==> src/rtl/sbdm_pkg.sv <==
// ----------------------------------------------------------------------------
// Switch bank debounce monitor package
// Types, register indexes and constants shared by the monitor's modules.
// ----------------------------------------------------------------------------
package sbdm_pkg;

    localparam int NUM_SWITCHES = 14;

    localparam logic [15:0] SENT_MASK = 16'h0003;
    localparam logic [15:0] SENT_GOOD = 16'h0002;
    localparam logic [7:0]  SAT8      = 8'd255;

    typedef enum logic [0:0] {
        OP_INGEST = 1'b0,
        OP_CLEAR  = 1'b1
    } op_t;

    typedef enum logic [2:0] {
        CFG_DEBOUNCE_SAMPLES = 3'd0,
        CFG_QUALIFY_READS    = 3'd1,
        CFG_ABSENT_READS     = 3'd2,
        CFG_CHATTER_MAX      = 3'd3,
        CFG_BUCKET_MS        = 3'd4
    } cfg_idx_t;

    typedef struct packed {
        op_t         op;
        logic [15:0] raw_word;
        logic [31:0] time_ms;
    } in_word_t;

    typedef struct packed {
        logic                    accepted;
        logic                    present;
        logic [NUM_SWITCHES-1:0] switch_state;
        logic [NUM_SWITCHES-1:0] changed_mask;
        logic [NUM_SWITCHES-1:0] chatter_mask;
        logic [31:0]             read_count;
        logic [31:0]             reject_count;
    } out_word_t;

    typedef struct packed {
        logic [7:0]  debounce_samples;
        logic [7:0]  qualify_reads;
        logic [7:0]  absent_reads;
        logic [8:0]  chatter_max;
        logic [23:0] bucket_ms;
    } cfg_t;

    // Per-word decisions broadcast from the control unit to every lane.
    typedef struct packed {
        logic ingest;
        logic clear;
        logic good;
        logic first;
        logic roll;
        logic present;
        logic qualify;
        logic ever_qualified;
    } lane_ctrl_t;

    // Next values of the shared status, used to build the result word.
    typedef struct packed {
        logic        accepted;
        logic        present;
        logic [31:0] read_count;
        logic [31:0] reject_count;
    } ctrl_status_t;

endpackage

==> src/rtl/sbdm_lane.sv <==
// ----------------------------------------------------------------------------
// Switch lane
// Edge buckets, chatter flag, integrator and debounced state of one switch.
// ----------------------------------------------------------------------------
module sbdm_lane (
    input  logic                clk,
    input  logic                rst_n,
    input  sbdm_pkg::lane_ctrl_t ctrl,
    input  sbdm_pkg::cfg_t      cfg,
    input  logic                sample_bit,
    output logic                diff,
    output logic                debounced_next,
    output logic                changed_next,
    output logic                chatter_next
);

    logic [7:0] bucket_reg, bucket_next;
    logic [7:0] prev_bucket_reg, prev_bucket_next;
    logic [7:0] agree_reg, agree_next;
    logic       prev_reg, prev_next;
    logic       debounced_reg;
    logic       changed_reg;
    logic       chatter_reg;
    logic [7:0] base;
    logic [7:0] agree_inc;
    logic [8:0] total;

    always_comb
    begin
        diff             = sample_bit ^ prev_reg;
        total            = {1'b0, bucket_reg} + {1'b0, prev_bucket_reg};
        base             = ctrl.roll ? 8'd0 : bucket_reg;
        prev_bucket_next = ctrl.roll ? bucket_reg : prev_bucket_reg;
        chatter_next     = ctrl.roll ? (total > cfg.chatter_max) : chatter_reg;

        // The window roll happens first, so an edge lands in the fresh bucket.
        bucket_next = base;
        if (ctrl.ingest && ctrl.good && !ctrl.first && diff && base != sbdm_pkg::SAT8)
        begin
            bucket_next = base + 8'd1;
        end

        prev_next = (ctrl.ingest && ctrl.good) ? sample_bit : prev_reg;

        agree_inc      = (agree_reg == sbdm_pkg::SAT8) ? sbdm_pkg::SAT8 : agree_reg + 8'd1;
        agree_next     = agree_reg;
        debounced_next = debounced_reg;
        changed_next   = changed_reg;

        if (ctrl.ingest)
        begin
            if (!ctrl.good)
            begin
                agree_next = 8'd0;
            end
            else if (!ctrl.present)
            begin
                if (ctrl.qualify)
                begin
                    agree_next     = 8'd0;
                    debounced_next = sample_bit;
                    if (ctrl.ever_qualified && (sample_bit != debounced_reg))
                    begin
                        changed_next = 1'b1;
                    end
                end
            end
            else if (sample_bit == debounced_reg)
            begin
                agree_next = 8'd0;
            end
            else if (agree_inc >= cfg.debounce_samples)
            begin
                agree_next     = 8'd0;
                debounced_next = ~debounced_reg;
                changed_next   = 1'b1;
            end
            else
            begin
                agree_next = agree_inc;
            end
        end

        if (ctrl.clear)
        begin
            changed_next = 1'b0;
        end
    end

    always_ff @(posedge clk or negedge rst_n)
    begin
        if (!rst_n)
        begin
            bucket_reg      <= '0;
            prev_bucket_reg <= '0;
            agree_reg       <= '0;
            prev_reg        <= 1'b0;
            debounced_reg   <= 1'b0;
            changed_reg     <= 1'b0;
            chatter_reg     <= 1'b0;
        end
        else
        begin
            bucket_reg      <= bucket_next;
            prev_bucket_reg <= prev_bucket_next;
            agree_reg       <= agree_next;
            prev_reg        <= prev_next;
            debounced_reg   <= debounced_next;
            changed_reg     <= changed_next;
            chatter_reg     <= chatter_next;
        end
    end

endmodule

==> src/rtl/sbdm_ctrl.sv <==
// ----------------------------------------------------------------------------
// Chain control
// Sentinel check, window timing, presence qualification and word counters.
// ----------------------------------------------------------------------------
module sbdm_ctrl (
    input  logic                  clk,
    input  logic                  rst_n,
    input  logic                  fire,
    input  sbdm_pkg::in_word_t    word,
    input  sbdm_pkg::cfg_t        cfg,
    input  logic                  any_diff,
    output sbdm_pkg::lane_ctrl_t  lane_ctrl,
    output sbdm_pkg::ctrl_status_t status
);

    logic [31:0] bucket_start_reg, bucket_start_next;
    logic [31:0] reads_reg, reads_next;
    logic [31:0] rejects_reg, rejects_next;
    logic [7:0]  bad_run_reg, bad_run_next;
    logic [7:0]  qualify_reg, qualify_next;
    logic        have_prev_reg, have_prev_next;
    logic        present_reg, present_next;
    logic        ever_reg, ever_next;
    logic [31:0] elapsed;
    logic [7:0]  qualify_new;
    logic        ingest;
    logic        good;
    logic        qualify;

    always_comb
    begin
        ingest  = fire && (word.op == sbdm_pkg::OP_INGEST);
        good    = (word.raw_word & sbdm_pkg::SENT_MASK) == sbdm_pkg::SENT_GOOD;
        elapsed = word.time_ms - bucket_start_reg;

        // A raw change or a fresh start restarts the identical-read count.
        if (!have_prev_reg || any_diff)
        begin
            qualify_new = 8'd1;
        end
        else
        begin
            qualify_new = (qualify_reg == sbdm_pkg::SAT8) ? sbdm_pkg::SAT8
                                                           : qualify_reg + 8'd1;
        end
        qualify = ingest && good && !present_reg && (qualify_new >= cfg.qualify_reads);

        lane_ctrl.ingest         = ingest;
        lane_ctrl.clear          = fire && (word.op == sbdm_pkg::OP_CLEAR);
        lane_ctrl.good           = good;
        lane_ctrl.first          = !have_prev_reg;
        lane_ctrl.roll           = ingest && (elapsed >= {8'd0, cfg.bucket_ms});
        lane_ctrl.present        = present_reg;
        lane_ctrl.qualify        = qualify;
        lane_ctrl.ever_qualified = ever_reg;

        bucket_start_next = lane_ctrl.roll ? word.time_ms : bucket_start_reg;
        reads_next        = reads_reg;
        rejects_next      = rejects_reg;
        bad_run_next      = bad_run_reg;
        qualify_next      = qualify_reg;
        have_prev_next    = have_prev_reg;
        present_next      = present_reg;
        ever_next         = ever_reg;

        if (ingest)
        begin
            reads_next = reads_reg + 32'd1;
            if (!good)
            begin
                rejects_next   = rejects_reg + 32'd1;
                qualify_next   = 8'd0;
                have_prev_next = 1'b0;
                if ((bad_run_reg < cfg.absent_reads) && (bad_run_reg != sbdm_pkg::SAT8))
                begin
                    bad_run_next = bad_run_reg + 8'd1;
                end
                if (bad_run_next >= cfg.absent_reads)
                begin
                    present_next = 1'b0;
                end
            end
            else
            begin
                bad_run_next   = 8'd0;
                have_prev_next = 1'b1;
                if (!present_reg)
                begin
                    qualify_next = qualify_new;
                    if (qualify)
                    begin
                        present_next = 1'b1;
                        ever_next    = 1'b1;
                    end
                end
            end
        end

        status.accepted     = ingest && good;
        status.present      = present_next;
        status.read_count   = reads_next;
        status.reject_count = rejects_next;
    end

    always_ff @(posedge clk or negedge rst_n)
    begin
        if (!rst_n)
        begin
            bucket_start_reg <= '0;
            reads_reg        <= '0;
            rejects_reg      <= '0;
            bad_run_reg      <= '0;
            qualify_reg      <= '0;
            have_prev_reg    <= 1'b0;
            present_reg      <= 1'b0;
            ever_reg         <= 1'b0;
        end
        else
        begin
            bucket_start_reg <= bucket_start_next;
            reads_reg        <= reads_next;
            rejects_reg      <= rejects_next;
            bad_run_reg      <= bad_run_next;
            qualify_reg      <= qualify_next;
            have_prev_reg    <= have_prev_next;
            present_reg      <= present_next;
            ever_reg         <= ever_next;
        end
    end

endmodule

==> src/rtl/switch_bank_debounce_monitor.sv <==
// The result word of a sample is written into the result queue when it is taken.
// One sample per cycle unless stalled; all switch lanes update in the same cycle.
// A two-entry result queue lets samples keep flowing while a result is stalled;
// sample_stall rises only when both entries are waiting.
// Reset (rst_n low, asynchronous) clears all switch, window and counter state
// and loads the register defaults; no clearing pass is needed afterwards.
// ----------------------------------------------------------------------------
// Switch bank debounce monitor
// Top level: configuration registers, switch lanes, merge and result queue.
// ----------------------------------------------------------------------------
module switch_bank_debounce_monitor (
    input  logic                clk,
    input  logic                rst_n,
    input  logic                sample_valid,
    output logic                sample_stall,
    input  sbdm_pkg::in_word_t  sample_word,
    output logic                result_valid,
    input  logic                result_stall,
    output sbdm_pkg::out_word_t result_word,
    input  logic                cfg_valid,
    output logic                cfg_ready,
    input  logic [2:0]          cfg_index,
    input  logic [23:0]         cfg_data
);

    localparam int NSW = sbdm_pkg::NUM_SWITCHES;

    sbdm_pkg::cfg_t         cfg_reg;
    sbdm_pkg::lane_ctrl_t   lane_ctrl;
    sbdm_pkg::ctrl_status_t status;
    sbdm_pkg::out_word_t    merged;
    sbdm_pkg::out_word_t    queue_reg [2];
    logic                   wr_ptr_reg, rd_ptr_reg;
    logic [1:0]             count_reg, count_next;
    logic                   fire, pop;
    logic [NSW-1:0]         diff;
    logic [NSW-1:0]         debounced_next;
    logic [NSW-1:0]         changed_next;
    logic [NSW-1:0]         chatter_next;

    assign cfg_ready = 1'b1;

    always_ff @(posedge clk or negedge rst_n)
    begin
        if (!rst_n)
        begin
            cfg_reg.debounce_samples <= 8'd4;
            cfg_reg.qualify_reads    <= 8'd4;
            cfg_reg.absent_reads     <= 8'd3;
            cfg_reg.chatter_max      <= 9'd20;
            cfg_reg.bucket_ms        <= 24'd500;
        end
        else if (cfg_valid && cfg_ready)
        begin
            case (sbdm_pkg::cfg_idx_t'(cfg_index))
                sbdm_pkg::CFG_DEBOUNCE_SAMPLES: cfg_reg.debounce_samples <= cfg_data[7:0];
                sbdm_pkg::CFG_QUALIFY_READS:    cfg_reg.qualify_reads    <= cfg_data[7:0];
                sbdm_pkg::CFG_ABSENT_READS:     cfg_reg.absent_reads     <= cfg_data[7:0];
                sbdm_pkg::CFG_CHATTER_MAX:      cfg_reg.chatter_max      <= cfg_data[8:0];
                sbdm_pkg::CFG_BUCKET_MS:        cfg_reg.bucket_ms        <= cfg_data;
                default: ;
            endcase
        end
    end

    assign fire         = sample_valid && !sample_stall;
    assign pop          = result_valid && !result_stall;
    assign sample_stall = (count_reg == 2'd2);
    assign result_valid = (count_reg != 2'd0);
    assign result_word  = queue_reg[rd_ptr_reg];

    sbdm_ctrl u_ctrl (
        .clk       (clk),
        .rst_n     (rst_n),
        .fire      (fire),
        .word      (sample_word),
        .cfg       (cfg_reg),
        .any_diff  (|diff),
        .lane_ctrl (lane_ctrl),
        .status    (status)
    );

    // The switch bits are the inverted raw bits above the two sentinels.
    for (genvar i = 0; i < NSW; i++)
    begin : g_lane
        sbdm_lane u_lane (
            .clk            (clk),
            .rst_n          (rst_n),
            .ctrl           (lane_ctrl),
            .cfg            (cfg_reg),
            .sample_bit     (~sample_word.raw_word[i+2]),
            .diff           (diff[i]),
            .debounced_next (debounced_next[i]),
            .changed_next   (changed_next[i]),
            .chatter_next   (chatter_next[i])
        );
    end

    always_comb
    begin
        merged.accepted     = status.accepted;
        merged.present      = status.present;
        merged.switch_state = debounced_next;
        merged.changed_mask = changed_next;
        merged.chatter_mask = chatter_next;
        merged.read_count   = status.read_count;
        merged.reject_count = status.reject_count;

        count_next = count_reg;
        if (fire && !pop)
        begin
            count_next = count_reg + 2'd1;
        end
        else if (pop && !fire)
        begin
            count_next = count_reg - 2'd1;
        end
    end

    always_ff @(posedge clk)
    begin
        if (fire)
        begin
            queue_reg[wr_ptr_reg] <= merged;
        end
    end

    always_ff @(posedge clk or negedge rst_n)
    begin
        if (!rst_n)
        begin
            wr_ptr_reg <= 1'b0;
            rd_ptr_reg <= 1'b0;
            count_reg  <= 2'd0;
        end
        else
        begin
            if (fire)
            begin
                wr_ptr_reg <= ~wr_ptr_reg;
            end
            if (pop)
            begin
                rd_ptr_reg <= ~rd_ptr_reg;
            end
            count_reg <= count_next;
        end
    end

endmodule

==> config.mk <==
export PLATFORM = sky130hd
export DESIGN_NAME = switch_bank_debounce_monitor
export DESIGN_NICKNAME = d
export VERILOG_FILES = /design/src/rtl/sbdm_pkg.sv /design/src/rtl/sbdm_lane.sv /design/src/rtl/sbdm_ctrl.sv /design/src/rtl/switch_bank_debounce_monitor.sv
export SDC_FILE = /design/constraint.sdc
export NUM_CORES = 2
export LEC_CHECK = 0
export ABC_AREA = 1
export BUFFER_PORTS_ARGS = -buffer_cell sky130_fd_sc_hd__buf_4
export CORE_AREA = 2 2 316 349
export CTS_CLUSTER_DIAMETER = 120
export DETAILED_ROUTE_END_ITERATION = 8
export DIE_AREA = 0 0 318 351
export PLACE_DENSITY_LB_ADDON = 0.05
export SYNTH_ARGS = -nofsm -noshare
export SYNTH_HDL_FRONTEND = slang
export SYNTH_SLANG_ARGS = --single-unit
==> constraint.sdc <==
create_clock -name clk -period 6.05 [get_ports clk]
set_input_delay 0 -clock clk [delete_from_list [all_inputs] [get_ports clk]]
set_output_delay 0 -clock clk [all_outputs]
set_load 0.1 [all_outputs]
Word-level counts from Yosys, hierarchy flattened
Memories as Yosys holds them, arrays and structs flattened.
Cells that the tools add are included.
Operators by class
  add/subtract/negate cells: 49
  $lt $le $gt $ge: 32
  equality and inequality tests: 66
  muxes and demuxes: 330
  bitwise logic cells: 46
  reduce and logical (&&, ||, !) cells: 73
Operators with widths (count)
  2-to-1 mux 8 bit: 107
  adder 8 x 1 -> 8 bit (second input constant): 30
  2-to-1 mux 1 bit: 218
  >= comparator 8 bit: 16
  adder 8 x 8 -> 9 bit: 14
  > comparator 9 bit: 14
  == test 8 bit (second input constant): 15
  != test 8 bit (second input constant): 15
  2-to-1 mux 32 bit: 3
  adder 32 x 1 -> 32 bit (second input constant): 2
  logical AND 1 bit: 54
  >= comparator 32 x 24 -> 1 bit: 1
  NOT 1 bit: 32
  subtractor 32 bit: 1
  == test 1 bit: 14
  != test 1 bit: 14
  AND reduction 2 bit: 7
  OR reduction 14 bit: 1
  bitwise XOR 1 bit: 14
  < comparator 8 bit: 1
  == test 3 x 2 -> 1 bit (second input constant): 2
  zero test 1 bit: 6
  == test 2 bit (second input constant): 2
  2-to-1 mux 2 bit: 2
  10 further kinds: 11
Word-level totals
  bits in registers: 568
  bits in writable memories: 216
  input port bits: 81
  output and inout bits: 111
  word-level logic and storage cells: 711
  memories kept: 1
Memory list
  queue_reg: words 2, width 108, rd ports 1, clocked after memory_dff 0, write ports 1, RTL line switch_bank_debounce_monitor.sv:32  | sbdm_pkg::out_word_t queue_reg [2];

Logic depth before layout (Yosys ltp)
  word-level depth: 12
  mapped depth: 39
  gate-level depth less buffers: 36

Hierarchy
A second synthesis with hierarchy kept.
Unflattened totals
  cell total of the unflattened synthesis: 6489
  area, all modules: 51814.7 um^2
Modules (own cells, without submodules)
  sbdm_lane at g_lane[0].u_lane ...: times used 13, cells an instance 312, area each 2311.0 um^2, sequential area each 700.7 um^2
  switch_bank_debounce_monitor: times used 1, cells an instance 861, area each 10455.0 um^2, sequential area each 8027.7 um^2
  sbdm_ctrl: times used 1, cells an instance 1269, area each 9054.9 um^2, sequential area each 2877.8 um^2
  sbdm_lane at g_lane[10].u_lane: times used 1, cells an instance 303, area each 2262.2 um^2, sequential area each 700.7 um^2

Worst setup path before layout
Ideal clock, no wire load.
  path type: reg2reg
  start point: register count_reg[1]
  end point: memory queue_reg[1][0] (netlist bit), enable pin
  data arrival time: 5.093 ns
  setup slack: 0.380 ns
  cell stages (with the launch flop): 4
  path buffers: 0
  cell sequence: dfrtp_1 inv_1 o21ai_2 nor2_1
On the way
  cells in the longest elaborated chain, start to end: 5
RTL lines
  start, declared: RTL line switch_bank_debounce_monitor.sv:34  | logic [1:0] count_reg, count_next;
  start signal, assigned: RTL line switch_bank_debounce_monitor.sv:146  | count_reg <= count_next;
  == test 2 bit: RTL line switch_bank_debounce_monitor.sv:68  | assign sample_stall = (count_reg == 2'd2);
  zero test 1 bit: RTL line switch_bank_debounce_monitor.sv:66  | assign fire = sample_valid && !sample_stall;
  logical AND 1 bit: RTL line switch_bank_debounce_monitor.sv:66
  2-to-1 mux 1 bit: RTL line switch_bank_debounce_monitor.sv:122  | if (fire)
  2-to-1 mux 1 bit (not written as such): RTL line switch_bank_debounce_monitor.sv:124  | queue_reg[wr_ptr_reg] <= merged;
  end, declared: RTL line switch_bank_debounce_monitor.sv:32
No other way between the ends.

Worst setup path in the final report
  start point: register u_ctrl.bucket_start_reg[7]
  end point: register g_lane[4].u_lane.bucket_reg[4]
On the way
  cells in the longest elaborated chain, start to end: 7
  elaborated cells on any way between the ends: 8
RTL lines
  start, declared: RTL line sbdm_ctrl.sv:16  | logic [31:0] bucket_start_reg, bucket_start_next;
  start signal, assigned: RTL line sbdm_ctrl.sv:120  | bucket_start_reg <= bucket_start_next;
  subtractor 32 bit (*): RTL line sbdm_ctrl.sv:34  | elapsed = word.time_ms - bucket_start_reg;
  >= comparator 32 x 24 -> 1 bit (*): RTL line sbdm_ctrl.sv:52  | lane_ctrl.roll = ingest && (elapsed >= {8'd0, cfg.bucket_ms});
  logical AND 1 bit (*): RTL line sbdm_ctrl.sv:52
  2-to-1 mux 8 bit (*): RTL line sbdm_lane.sv:32  | base = ctrl.roll ? 8'd0 : bucket_reg;
  parallel branches: the longest is 2 deep, another holds adder 8 x 1 -> 8 bit
  2-to-1 mux 8 bit (*): RTL line sbdm_lane.sv:38  | if (ctrl.ingest && ctrl.good && !ctrl.first && diff && base != sbdm_pkg::SAT8)
  named net g_lane[4].u_lane.bucket_next[4]: RTL line sbdm_lane.sv:17  | logic [7:0] bucket_reg, bucket_next;
  end signal, assigned: RTL line sbdm_lane.sv:104  | bucket_reg <= bucket_next;
  end, declared: RTL line sbdm_lane.sv:17
Mark *: on every way through the listed nets, which the timed path passes.
A chain may end at the register's enable or synchronous reset.

==> reports/results.tsv <==
metric	value	unit
grt_max_degree	142	
core-area	108000	um2
async_reset_ff_frac	0.724	
fin_nets	6772	
cts_tree	done	
critPathMostFrequentCell	nand2_1	
synthTopCellsByArea	dfrtp_1 29%, edfxtp_1 13%, nand2_1 13%	
yosysTopAreaCell	dfrtp_1	
p_per_area	379	nW/um2
dpl.hpwl	84600	um
start_kind	flop	
period_needed	5230	ps
ir_drop	0.437	mV
fp-row-count	127	
arrival	5790	ps
cts_max_level	3	
syn-num-nets	6484	
io_pins	192	
critPathCaptureType	flop	
rr_endpoint	g_lane[4].u_lane.bucket_reg[4]	
drv_slew	0	
drive_gt1_frac	0.0769	
clk_path_buf_depth	3	
outcome	complete, no violations	
maxSlewHeadroom	0.264	
max_stage_delay	340	ps
cts_sinks	784	
yosysSeqAreaShare	0.429	
p_int	11.7	mW
syn2layout_area_growth	14.5	%
grt_pass1_wl	200000	um
rsz0062_at_grt	false	
insertion_delay	690	ps
ff2ff_path_depth	31	
synth_edf_count	216	
reg2reg_slack	820	ps
setup_viol	0	
synthTopCellsByCount	1,721 x nand2_1, 756 x inv_1, 556 x dfrtp_1	
grt_pass1_vias	37833	
antenna_found_initial	0	
netlist.area_leader.share	0.288	
pwr-share-comb	0.410	
via_per_inst	5.02	
power_leakage	28.4	nW
crit_end	g_lane[4].u_lane.bucket_reg[4]	
n_antenna_cell	0	
syn_avg_cell_area	8.14	um2
vias	38705	
hp-class	input port to asynchronous set/reset pin	
grt_usage	0.222	
synth_cell_type_count	60	
postLayoutCoreUtil	0.511	
clock_skew	27.0	ps
ys_ff_latch	784	
clk_pin_slew	60	ps
dieArea	112000	um2
tns	0	ps
post_cts_buffers	0	
wl_per_cell	15.9	um
switching_share	0.439	
worstSetupStartpoint	u_ctrl.bucket_start_reg[7]	
path_class	flop to flop	
fp.dieW	318	um
seq_power_share	0.317	
drt-initial-drc-count	2147	
ys_warn_count	0	
ctsRootBufferMaster	clkbuf_16	
synth-main-ff-cell	dfrtp_1	
grt_overflow	0	
largest_reg_flops	216	
pwr-share-clk	0.273	
numCtsBuffers	91	
tightest_slew	1100	ps
crit_slowest_cell	dfrtp_1	
drcViolationCount	0	
p_sw	9.19	mW
cp.required	6600	ps
io_buffers	190	
die_h	351	um
maxClockFrequency	191	MHz
layout_worst_path_cycle_share	0.865	
synth.cell_area	48300	um2
antenna_left	0	
yosysMostFrequentCell	nand2_1	
first_pass_iters	5	
gp_congestion	0.859	
finalHoldViolCount	0	
rr_startpoint	u_ctrl.bucket_start_reg[7]	
wl	123000	um
netlist_instances	5927	
start_util	0.446	
maxCapViolCount	0	
crit_fanout	47	
[layout by cell type, fill, tap and decap left out, drive strengths merged, types with 185 or more instances in the layout]
cell type	n
dfrtp	556
nor2	385
nand2	1741
inv	772
buf	244
a21oi	276
edfxtp	216
xor2	185
o21ai	392
ha	461
nand3	354
[layer usage]
metal	up-vias	routed length, um	track usage
met1	18103	57300	0.296
met3	153	4160	0.0264
met2	535	58900	0.384
li1	19914	-	-
met5	-	0	0
met4	0	2520	0.0585
[worst max-delay path, delay by kind of cell (launching register included)]
| family | cells | cell delay, ps |
|---|---|---|
| buf+inv | 6 | 650 |
| flops | 1 | 340 |
| simple gates | 16 | 2270 |
| xor+xnor | 1 | 150 |
| fa+ha+maj | 3 | 810 |
| compound gates | 5 | 840 |
[metrics by stage]
stage               instance area, um2  hold slack [ps]  std cells  setup WS, ps  power (mW)
global placement                 51400             48.3       7460           927        15.3
detailed placement               51400             52.2       7460           865        15.4
global route                     55300             95.0       7713           243        22.2
CTS                              55300             30.4       7713           842        21.2
floorplan                        48300             -296       5927           380        13.1
finish                           55300             51.6       7713           816        20.9
[cell type report]
cell class	count	area, um2
Multi-Input combinational cell	4235	24000
Timing Repair Buffer	324	2770
Sequential cell	784	20700
Clock buffer	123	2470
Fill cell	10445	52900
Inverter	779	2930
Clock inverter	49	618
Tap cell	1419	1780
[cell families after synthesis]
logic type	Yosys count	share of synthesized area
flip-flops	784	0.429
AND/OR/NAND/NOR	2670	0.230
adder cells (fa/ha/maj)	476	0.126
buffers and inverters	908	0.0742
XOR/XNOR	260	0.0472
AO/OA/AOI/OAI	828	0.0939
other	1	0.0000777
[worst min path at each step]
stage | cells after the start | from | endpoint
2_1_floorplan | 0 | rst_n | cfg_reg[0]
3_3_place_gp | 1 | rst_n | g_lane[8].u_lane.prev_bucket_reg[5]
3_5_place_dp | 1 | rst_n | g_lane[8].u_lane.prev_bucket_reg[5]
4_1_cts | 4 | sample_word[26] | u_ctrl.bucket_start_reg[26]
5_1_grt | 3 | rst_n | g_lane[8].u_lane.chatter_reg
6_report | 3 | rst_n | g_lane[9].u_lane.bucket_reg[0]
[power by group through the flow]
stage,registers [mW],logic (mW),clock network (mW)
4_1_cts,6.64,8.72,5.88
3_5_place_dp,6.73,8.64,0
5_1_grt,6.72,9.40,6.09
2_1_floorplan,6.65,6.40,0
6_report,6.63,8.59,5.71
3_3_place_gp,6.72,8.60,0
[what timing repair did]
action,4_1_cts,5_1_grt
hold buffers,81,0
endpoints found under the hold margin,549,0
gates resized for setup,0,0
Note: power is estimated with default switching activity, not from simulation.
